===== config.mk =====
export PLATFORM = sky130hd
export DESIGN_NAME = integer_to_roman_encoder_top
export DESIGN_NICKNAME = d
export VERILOG_FILES = /design/src/irom_pkg.sv /design/src/irom_bcd.sv /design/src/irom_emit.sv /design/src/integer_to_roman_encoder_top.sv
export SDC_FILE = /design/constraint.sdc
export NUM_CORES = 1
export LEC_CHECK = 0
export ABC_AREA = 1
export BUFFER_PORTS_ARGS = -buffer_cell sky130_fd_sc_hd__clkbuf_2
export CAP_MARGIN = 20
export CELL_PAD_IN_SITES_DETAIL_PLACEMENT = 1
export CELL_PAD_IN_SITES_GLOBAL_PLACEMENT = 2
export CORE_UTILIZATION = 33
export CTS_CLUSTER_DIAMETER = 80
export DETAILED_ROUTE_END_ITERATION = 10
export PLACE_DENSITY_LB_ADDON = 0.1
export SETUP_SLACK_MARGIN = 0.4
export SYNTH_ARGS = -nofsm -noshare
export SYNTH_HDL_FRONTEND = slang
export SYNTH_SLANG_ARGS = --single-unit

===== constraint.sdc =====
create_clock -name clk -period 1.7 [get_ports clk]
set_input_delay 0.085 -clock clk [delete_from_list [all_inputs] [get_ports clk]]
set_output_delay 0.085 -clock clk [all_outputs]
set_load 0.05 [all_outputs]

===== src/irom_pkg.sv =====
// ----------------------------------------------------------------------------
// irom_pkg: shared types, constants and functions
// Holds the widths, the digit position codes, the ASCII symbols, and the
// per-digit length and character functions for the Roman numeral encoder.
// ----------------------------------------------------------------------------
package irom_pkg;

	localparam int VALUE_W = 12;
	localparam int BCD_W   = 16;
	localparam int CNT_W   = 4;

	// Digit positions, most significant first in the emit order.
	localparam logic [1:0] POS_UNIT = 2'd0;
	localparam logic [1:0] POS_TEN  = 2'd1;
	localparam logic [1:0] POS_HUND = 2'd2;
	localparam logic [1:0] POS_THOU = 2'd3;

	localparam logic [7:0] CH_I    = 8'h49;
	localparam logic [7:0] CH_V    = 8'h56;
	localparam logic [7:0] CH_X    = 8'h58;
	localparam logic [7:0] CH_L    = 8'h4C;
	localparam logic [7:0] CH_C    = 8'h43;
	localparam logic [7:0] CH_D    = 8'h44;
	localparam logic [7:0] CH_M    = 8'h4D;
	localparam logic [7:0] CH_NONE = 8'h00;

	// Result of the binary to BCD converter, handed to the emitter.
	typedef struct packed {
		logic             done;
		logic [BCD_W-1:0] digits;
	} bcd_res_t;

	// Number of characters one decimal digit produces at a position.
	function automatic logic [2:0] digit_len(input logic [3:0] d, input logic [1:0] pos);
		logic [2:0] len;
		len = 3'd0;
		if (pos == POS_THOU) begin
			len = d[2:0];
		end else if (d == 4'd9 || d == 4'd4) begin
			len = 3'd2;
		end else if (d >= 4'd5 && d <= 4'd8) begin
			len = d[2:0] - 3'd4;
		end else if (d <= 4'd3) begin
			len = d[2:0];
		end
		return len;
	endfunction

	// Character number k of digit d at a position.
	function automatic logic [7:0] digit_char(input logic [3:0] d, input logic [1:0] k,
			input logic [1:0] pos);
		logic [7:0] one_c;
		logic [7:0] five_c;
		logic [7:0] ten_c;
		logic [7:0] ch;
		case (pos)
			POS_UNIT: begin
				one_c = CH_I; five_c = CH_V; ten_c = CH_X;
			end
			POS_TEN: begin
				one_c = CH_X; five_c = CH_L; ten_c = CH_C;
			end
			POS_HUND: begin
				one_c = CH_C; five_c = CH_D; ten_c = CH_M;
			end
			default: begin
				one_c = CH_M; five_c = CH_M; ten_c = CH_M;
			end
		endcase
		if (pos == POS_THOU) begin
			ch = one_c;
		end else if (d == 4'd9) begin
			ch = (k == 2'd0) ? one_c : ten_c;
		end else if (d == 4'd4) begin
			ch = (k == 2'd0) ? one_c : five_c;
		end else if (d >= 4'd5 && k == 2'd0) begin
			ch = five_c;
		end else begin
			ch = one_c;
		end
		return ch;
	endfunction

endpackage


===== src/irom_bcd.sv =====
// ----------------------------------------------------------------------------
// irom_bcd: bit-serial binary to BCD converter
// Shift-and-add-3 conversion that takes one bit of the binary value per
// cycle until all 12 bits of the value have been shifted in.
// ----------------------------------------------------------------------------
module irom_bcd (
	input  logic                          clk,
	input  logic                          arst_n,
	input  logic                          start,
	input  logic [irom_pkg::VALUE_W-1:0]  value,
	output irom_pkg::bcd_res_t            res
);
	import irom_pkg::*;

	logic [VALUE_W-1:0] bin_q;
	logic [BCD_W-1:0]   bcd_q;
	logic [CNT_W-1:0]   cnt_q;
	logic               busy_q;
	logic               done_q;
	logic [BCD_W-1:0]   adj;

	// Each nibble of 5 or more gets 3 added before the next shift.
	always_comb begin
		for (int i = 0; i < BCD_W / 4; i++) begin
			adj[i*4 +: 4] = (bcd_q[i*4 +: 4] >= 4'd5) ? bcd_q[i*4 +: 4] + 4'd3
				: bcd_q[i*4 +: 4];
		end
	end

	always_ff @(posedge clk or negedge arst_n) begin
		if (!arst_n) begin
			busy_q <= 1'b0;
			done_q <= 1'b0;
			cnt_q  <= '0;
		end else begin
			done_q <= 1'b0;
			if (start) begin
				busy_q <= 1'b1;
				cnt_q  <= '0;
			end else if (busy_q) begin
				cnt_q <= cnt_q + 1'b1;
				if (cnt_q == CNT_W'(VALUE_W - 1)) begin
					busy_q <= 1'b0;
					done_q <= 1'b1;
				end
			end
		end
	end

	always_ff @(posedge clk) begin
		if (start) begin
			bin_q <= value;
			bcd_q <= '0;
		end else if (busy_q) begin
			bcd_q <= {adj[BCD_W-2:0], bin_q[VALUE_W-1]};
			bin_q <= {bin_q[VALUE_W-2:0], 1'b0};
		end
	end

	assign res.done   = done_q;
	assign res.digits = bcd_q;

endmodule


===== src/irom_emit.sv =====
// ----------------------------------------------------------------------------
// irom_emit: Roman numeral character sequencer
// Walks the BCD digits from thousands down, one character per cycle unless a
// stall holds the full output register, which keeps each result until taken.
// ----------------------------------------------------------------------------
module irom_emit (
	input  logic                clk,
	input  logic                arst_n,
	input  irom_pkg::bcd_res_t  bcd,
	input  logic                out_stall,
	output logic                out_valid,
	output logic [7:0]          out_char,
	output logic                last_char,
	output logic                range_error,
	output logic                finished
);
	import irom_pkg::*;

	logic             run_q;
	logic             err_q;
	logic [BCD_W-1:0] dig_q;
	logic [1:0]       pos_q;
	logic [1:0]       k_q;
	logic             ov_q;
	logic [7:0]       char_q;
	logic             last_q;
	logic             rerr_q;

	logic [3:0] cur_d;
	logic [2:0] len;
	logic       rest_zero;
	logic       can_load;
	logic       emit;
	logic       digit_end;
	logic       is_last;
	logic       bcd_err;

	assign cur_d     = dig_q[BCD_W-1 -: 4];
	assign len       = digit_len(cur_d, pos_q);
	assign rest_zero = (dig_q[BCD_W-5:0] == '0);
	assign can_load  = !ov_q || !out_stall;
	assign digit_end = ({1'b0, k_q} + 3'd1) == len;
	assign emit      = run_q && can_load && (err_q || len != 3'd0);
	assign is_last   = err_q || (digit_end && rest_zero);
	assign finished  = emit && is_last;

	// Zero, or a thousands digit of four, is out of range.
	assign bcd_err = (bcd.digits == '0) || (bcd.digits[BCD_W-1 -: 4] > 4'd3);

	always_ff @(posedge clk or negedge arst_n) begin
		if (!arst_n) begin
			run_q <= 1'b0;
			ov_q  <= 1'b0;
		end else begin
			if (bcd.done) begin
				run_q <= 1'b1;
			end else if (finished) begin
				run_q <= 1'b0;
			end
			if (emit) begin
				ov_q <= 1'b1;
			end else if (!out_stall) begin
				ov_q <= 1'b0;
			end
		end
	end

	always_ff @(posedge clk) begin
		if (bcd.done) begin
			dig_q <= bcd.digits;
			err_q <= bcd_err;
			pos_q <= POS_THOU;
			k_q   <= '0;
		end else if (run_q && !err_q) begin
			if (len == 3'd0 || (emit && digit_end)) begin
				dig_q <= {dig_q[BCD_W-5:0], 4'd0};
				pos_q <= pos_q - 2'd1;
				k_q   <= '0;
			end else if (emit) begin
				k_q <= k_q + 2'd1;
			end
		end
		if (emit) begin
			char_q <= err_q ? CH_NONE : digit_char(cur_d, k_q, pos_q);
			last_q <= is_last;
			rerr_q <= err_q;
		end
	end

	assign out_valid   = ov_q;
	assign out_char    = char_q;
	assign last_char   = last_q;
	assign range_error = rerr_q;

endmodule


===== src/integer_to_roman_encoder_top.sv =====
// ----------------------------------------------------------------------------
// integer_to_roman_encoder_top: binary value to Roman numeral characters
// Accepts a 12-bit value and streams its Roman numeral as ASCII characters.
// ----------------------------------------------------------------------------
// Each input transfer carries one value. The block answers with one output
// transfer per Roman numeral character, most significant symbol first, with
// last_char set on the final one. Values of 0 and from 4000 up give a single
// transfer with out_char 0, last_char 1 and range_error 1. One value is
// worked on at a time: after a value is taken, a bit-serial converter turns
// it into four BCD digits bit by bit and hands the digits to the sequencer,
// and the sequencer then issues one character per cycle, passing over each
// leading or inner digit that produces no character without issuing one,
// and waits while out_stall holds the output. in_stall drops again as soon
// as the final character is in the output register, so the next value can
// be taken while that character still waits to be accepted.
module integer_to_roman_encoder_top (
	input  logic                          clk,
	input  logic                          arst_n,
	input  logic                          in_valid,
	output logic                          in_stall,
	input  logic [irom_pkg::VALUE_W-1:0]  value,
	output logic                          out_valid,
	input  logic                          out_stall,
	output logic [7:0]                    out_char,
	output logic                          last_char,
	output logic                          range_error
);
	import irom_pkg::*;

	logic     busy_q;
	logic     accept;
	logic     finished;
	bcd_res_t bcd;

	// A transfer on the input side starts the converter right away.
	assign accept   = in_valid && !in_stall;
	assign in_stall = busy_q;

	// Busy from the input transfer until the final character is registered.
	always_ff @(posedge clk or negedge arst_n) begin
		if (!arst_n) begin
			busy_q <= 1'b0;
		end else if (accept) begin
			busy_q <= 1'b1;
		end else if (finished) begin
			busy_q <= 1'b0;
		end
	end

	irom_bcd u_bcd (
		.clk    (clk),
		.arst_n (arst_n),
		.start  (accept),
		.value  (value),
		.res    (bcd)
	);

	irom_emit u_emit (
		.clk         (clk),
		.arst_n      (arst_n),
		.bcd         (bcd),
		.out_stall   (out_stall),
		.out_valid   (out_valid),
		.out_char    (out_char),
		.last_char   (last_char),
		.range_error (range_error),
		.finished    (finished)
	);

	// An error result always closes its numeral.
	a_err_is_last: assert property (@(posedge clk) disable iff (!arst_n)
		out_valid && range_error |-> last_char)
		else $error("error result without last_char");

	// A valid numeral never carries the null character.
	a_char_nonzero: assert property (@(posedge clk) disable iff (!arst_n)
		out_valid && !range_error |-> out_char != CH_NONE)
		else $error("null character in a valid numeral");

	// The converter only finishes while a value is being worked on.
	a_done_while_busy: assert property (@(posedge clk) disable iff (!arst_n)
		bcd.done |-> busy_q)
		else $error("conversion finished with no value in flight");

	// The final character is never registered while the block is idle.
	a_finish_while_busy: assert property (@(posedge clk) disable iff (!arst_n)
		finished |-> busy_q && !accept)
		else $error("final character issued outside a value");

endmodule


Word level (Yosys, flattened, before mapping)

Cells that the tools add are included.

Bits in registers: 68
Output and inout port bits: 12

Add/sub/neg operators: 9
$lt $le $gt $ge: 8
Equality and inequality tests: 8
Reductions and logical operators: 34
Mux-type cells: 37

Operators with widths:

| kind                                                                                 | number |
|---|---|
| 16-bit two-way mux                                                                   | 3 |
| 5-bit case mux with 3 select lines                                                   | 2 |
| 12-bit two-way mux                                                                   | 2 |
| 8-bit two-way mux                                                                    | 3 |
| 4-bit by 3-bit greater-or-equal comparator with 1-bit output (second input constant) | 5 |
| 4-bit two-way mux                                                                    | 5 |
| 16-bit zero test                                                                     | 1 |
| 3-bit two-way mux                                                                    | 5 |
| 5-bit two-way mux                                                                    | 3 |
| 4-bit by 2-bit adder with 4-bit output (second input constant)                       | 3 |
| 12-bit zero test                                                                     | 1 |
| 2-bit nonzero test                                                                   | 6 |
| 1-bit two-way mux                                                                    | 11 |
| 5-bit case mux with 2 select lines                                                   | 1 |
| 1-bit logical AND                                                                    | 9 |
| 4-bit equality test (second input constant)                                          | 2 |
| 1-bit logical OR                                                                     | 6 |
| 2-bit AND reduction                                                                  | 3 |
| 4-bit by 1-bit adder with 4-bit output (second input constant)                       | 1 |
| 2-bit equality test (second input constant)                                          | 2 |
| 4-bit by 3-bit equality test with 1-bit output (second input constant)               | 1 |
| 4-bit by 2-bit > comparator with 1-bit output (second input constant)                | 1 |
| 4-bit by 2-bit <= comparator with 1-bit output (second input constant)               | 1 |
| 4-bit <= comparator (second input constant)                                          | 1 |
| 13 further kinds                                                                     | 18 |

Logic depth before layout (Yosys ltp)

Depth after elaboration: 13
Gate-level depth with buffers: 13
Depth with buffers taken out: 13

By module

Synthesis repeated with hierarchy kept, for this count alone.

Cell total of the unflattened synthesis: 442
Area, all modules: 3622.2 um2

Modules (own cells, without submodules):

| module                       | sequential area each (um2) | cells an instance | area each (um2) | instances |
|---|---|---|---|---|
| irom_emit                    | 880.8                      | 215               | 1831.8          | 1 |
| irom_bcd                     | 830.8                      | 220               | 1737.9          | 1 |
| integer_to_roman_encoder_top | 25.0                       | 7                 | 52.6            | 1 |

Least setup slack after synthesis

No wires, ideal clock.

Path type: register -> register
Start point: reg u_emit.pos_q[0]
End point: reg u_emit.dig_q[0], enable pin
Path slack: -0.138 ns
Setup time: 0.318 ns
Data arrival time: 1.520 ns
Clock period less this slack: 1.838 ns
Path buffers: 0
Stages on the path, launching flop included: 11
Cell sequence: dfxtp_1 ha_1 inv_4 nand2_1 nand2_1 nand3_2 nor2_4 nor2_4 nor2_4 nand2_4 nand2_4

Longest elaborated chain between the ends: 9
Elaborated cells on any way between the ends: 11
Classes of those cells: eq/ne: 2; mux: 1; reduce/logical: 8

RTL lines:

| element                                | line            | text |
|---|---|---|
| start: declaration                     | irom_emit.sv:22 | `logic [1:0] pos_q;` |
| start signal: assignment               | irom_emit.sv:77 | `pos_q <= pos_q - 2'd1;` |
| 2-bit equality test *                  | irom_pkg.sv:37  | `if (pos == POS_THOU) begin` |
| 3-bit two-way mux *                    | irom_pkg.sv:37  |  |
| 3-bit nonzero test                     | irom_emit.sv:43 | `assign emit = run_q && can_load && (err_q \|\| len != 3'd0);` |
| 1-bit logical OR                       | irom_emit.sv:43 |  |
| 1-bit logical AND                      | irom_emit.sv:43 |  |
| 1-bit logical AND                      | irom_emit.sv:75 | `if (len == 3'd0 \|\| (emit && digit_end)) begin` |
| 1-bit logical OR *                     | irom_emit.sv:75 |  |
| 2-bit nonzero test (no source line) *  | --              |  |
| 2-bit AND reduction (no source line) * | --              |  |
| end signal: assignment                 | irom_emit.sv:70 | `dig_q <= bcd.digits;` |
| end signal: assignment                 | irom_emit.sv:76 | `dig_q <= {dig_q[BCD_W-5:0], 4'd0};` |
| end: declaration                       | irom_emit.sv:21 | `logic [BCD_W-1:0] dig_q;` |

Mark *: on every way between the ends. The rest lies on a longest branch, timed or not.
A chain may end at the register's enable or synchronous reset.

Worst setup path after layout

Start point: reg u_emit.dig_q[12]
End point: reg u_emit.dig_q[15], enable pin

Longest elaborated chain between the ends: 12
Elaborated cells on any way between the ends: 21
Classes of those cells: add/sub: 1; order compare: 3; eq/ne: 3; mux: 4; reduce/logical: 10

RTL lines:

| element                                                                      | line                           | text |
|---|---|---|
| 4-bit by 2-bit <= comparator with 1-bit output, or another cell as far along | irom_pkg.sv:43                 | `end else if (d <= 4'd3) begin` |
| 3-bit two-way mux or 1-bit logical AND (tied branches)                       | irom_pkg.sv:43, irom_pkg.sv:41 |  |
| 3-bit two-way mux                                                            | irom_pkg.sv:41                 | `end else if (d >= 4'd5 && d <= 4'd8) begin` |
| 3-bit two-way mux                                                            | irom_pkg.sv:39                 | `end else if (d == 4'd9 \|\| d == 4'd4) begin` |
| 3-bit two-way mux *                                                          | irom_pkg.sv:37                 |  |
| 3-bit nonzero test                                                           | irom_emit.sv:43                |  |
| 1-bit logical OR                                                             | irom_emit.sv:43                |  |
| 1-bit logical AND                                                            | irom_emit.sv:43                |  |
| 1-bit logical AND                                                            | irom_emit.sv:75                |  |
| 1-bit logical OR *                                                           | irom_emit.sv:75                |  |
| 2-bit nonzero test (no source line) *                                        | --                             |  |
| 2-bit AND reduction (no source line) *                                       | --                             |  |

Marked as above.

==> summary.txt <==
Global routing
  • Initial antenna violation count: 0
  • Met1 Use GR: 0.219
  • Total global-route track usage: 0.179
  • Vias in the first global route: 3,192
  • GR Overflow Total: 0
  • GR peak layer: met2
  • Met2 Use GR: 0.315
  • Grt met3 use: 0.0229
  • Pin count of the biggest net entering global routing: 26
  • First-pass GRT wire length: ~15,000 µm

Yosys
  • Synth Register Bits: 66
  • Syn Std Cell Area: about 3500 µm²
  • Post-synth top area cell: edfxtp_1
  • Share of the synthesized area in the top cell type: 0.315
  • Largest cells by area after synthesis: edfxtp_1, nand2_1, dfxtp_1
  • Unique masters post-synth: 35
  • Post-Syn Instances: 413
  • Mean Syn Cell Area: roughly 8.5 µm²
  • Seq/Total Area, Yosys: 0.492
  • Yosys warnings: 0

Floorplanning
  • Ports: 28
  • Starting density of the core: 0.340
  • Die H: around 110 µm
  • Die Width: between 100 and 150 µm
  • Core area: slightly above 10,000 µm²
  • Row cnt: 37
  • Die ar.: 11,100 µm²

Worst setup path
  • WP buf/inv: 1
  • CP arrival: 1.79 ns
  • Startpoint types: flip-flop
  • Worst Path Max Fanout: 8
  • Worst path slowest cell: edfxtp_1
  • Critical Path RT: between 1.5 and 2 ns
  • Cell family with the largest share of critical-path delay: simple AND/OR/NAND/NOR gates
  • Critical Path Sink Type: flip-flop
  • Slowest stage delay, CP: around 0.47 ns
  • WS Path Type: reg2reg
  • Critical path cell sequence: inv_1 > nor2_1 > nand2_2 > nand2_4 > nand2_4 > nand2_4 > nor2_4 > nor2_4 > nor2_4 > nand2_8 > nand2_8

Clocking
  • Clock transition at the registers of the reported paths: roughly 0.08 ns
  • CTS sink cnt: 66
  • CTS Buf Count: 9
  • H-tree levels: 3
  • TritonCTS clock tree: yes
  • Clock latency on the worst-skew pair: about 0.33 ns
  • CTS Root Cell: clkbuf_8
  • Clk buf depth: 2

Run status
  • Result of the run: finished, violations left
  • Failing checks: negative setup slack

Place
  • Dpl hpwl: around 6500 µm
  • Dpl cell area: between 4000 and 5000 µm²
  • Final Wtd Congestion: ~0.8
  • # port buffers: 25

Pwr
  • Overall power: 8.49 mW
  • LEAKAGE: approximately 2.1 nW
  • Cell Pwr Density: ~1800 nW/µm²
  • Peak supply drop: ~0.00075 V

Detailed routing
  • 1st-iter DRT viols: 94
  • Routed WL: between 9000 and 10,000 µm
  • Antenna viol nets, final: 0
  • Vias: 3,044
  • DRC viols: 0
  • WL/cell: roughly 15 µm
  • Vias/cell: approximately 4.8
  • Drt pass-1 iters: 4

Finish
  • Register Area: ~1800 µm²
  • Share of cells above drive strength 1: 0.347
  • N_diodes: 0
  • Commonest cells after routing, fill and taps aside: nand2_1, inv_1, buf_4
  • Number of nets in the layout: 527
  • Post-route cell area: between 4000 and 5000 µm²
  • Layout fillers: about 1,200
  • Multi-input logic area: around 1900 µm²
  • Layout area overhead: 33.3%
  • Commonest non-fill, non-tap cell in the layout: nand2_1

Timing
  • Worst Skew: between 0.01 and 0.015 ns
  • Final Max Tran Viols: 0
  • Tcrit/Tclk final: 1.02
  • Final setup violation count: 16
  • Fin Hold WS: ~0.017 ns
  • Setup ws final: -0.0422 ns
  • RSZ-0062 raised after global routing: yes
  • Min Tclk post-route: 1.74 ns
  • Achievable frequency: around 570 MHz
  • Hold Vio Cnt, Final: 0

Hold path
  • Hold Crit Class: in2reg

Flow run
  • Max Cap Viol: 0
[cell type report]
| cell class | instances | area share |
|---|---|---|
| inverters | 58 | 0.0518 |
| flip-flops and latches | 66 | 0.374 |
| repair buffers | 72 | 0.110 |
| clock inverters | 4 | 0.00452 |
| well taps | 136 | 0.0362 |
| multi-input cells | 283 | 0.394 |
| clock buffers | 12 | 0.0287 |
[synthesized netlist by cell type, drive strengths merged]
library cell / count
a211oi: 1
a21o: 1
a21oi: 14
a31oi: 5
a32o: 1
buf: 2
clkbuf: 8
conb: 1
dfrtp: 9
dfxtp: 20
edfxtp: 37
ha: 21
inv: 58
nand2: 119
nand3: 25
nand4: 2
nor2: 32
nor3: 3
nor4: 1
o211ai: 4
o21ai: 38
o22ai: 3
o311ai: 1
o31ai: 1
o32ai: 3
xor2: 3
[metal layers]
layer,routed length [µm],vias up
li1,-,1523
met1,4260,1473
met2,4950,34
met3,163,14
met4,170,0
met5,0,-
[report_power, final]
part / total, mW / internal (mW) / switching [mW]
clock network: 1.12 / 0.522 / 0.597
registers: 2.83 / 2.41 / 0.427
logic: 4.54 / 1.83 / 2.72
total: 8.49 / 4.75 / 3.74
[logic make-up after synthesis]
group	share of synthesized area
buffers and inverters	0.0751
AO/OA/AOI/OAI	0.117
XOR/XNOR	0.00745
adder cells (fa/ha/maj)	0.0744
flip-flops	0.492
other	0.00106
AND/OR/NAND/NOR	0.233
[what timing repair did]
| action | in CTS | in global routing |
|---|---|---|
| setup endpoints to repair | 52 | 59 |
| gates resized for setup | 34 | 50 |
| buffers inserted | 17 | 8 |
| hold buffers | 2 | 0 |
| pin swaps | 15 | 16 |
| gates cloned | 3 | 0 |
| endpoints found under the hold margin | 10 | 0 |
[flip-flops by register name, indices dropped and copies added (netlist names), 2 cells and up]
register,flops
u_bcd.cnt_q,4
u_emit.dig_q,16
u_emit.out_char,6
u_emit.pos_q,2
u_emit.k_q,2
u_bcd.bcd_q,16
u_bcd.bin_q,12
[tightest hold or removal path, delay by kind of cell]
| family | cells | cell delay [ns] |
|---|---|---|
| buffers and inverters | 1 | 0.07 |
| and+or+nand+nor | 2 | 0.09 |
[final timing paths]
kind                                        from          endpoint  slack, ns  depth (start not counted)
worst min register to register    u_bcd.cnt_q[2]      u_bcd.done_q       0.47                          1
worst max register to register  u_emit.dig_q[12]  u_emit.dig_q[15]      -0.04                         11
max in group asynchronous                 arst_n          in_stall       1.31                          2
worst min-delay path                    value[5]    u_bcd.bin_q[5]       0.02                          3
worst max-delay path            u_emit.dig_q[12]  u_emit.dig_q[15]      -0.04                         11
min in group asynchronous                 arst_n  u_emit.out_valid       0.15                          2
[through the flow]
| stage | util | setup TNS [ns] | setup WS [ns] | std cells |
|---|---|---|---|---|
| 5_1_grt | 0.454 | -2.80 | -0.124 | 631 |
| 3_5_place_dp | 0.387 | -0.952 | -0.0551 | 585 |
| 2_1_floorplan | - | 0 | 0.0217 | 414 |
| 4_1_cts | 0.430 | -0.0875 | -0.0114 | 623 |
| 3_3_place_gp | 0.387 | -0.170 | -0.0111 | 585 |
| 6_report | 0.454 | -0.531 | -0.0422 | 631 |
Power figures use the tool's default switching activity.
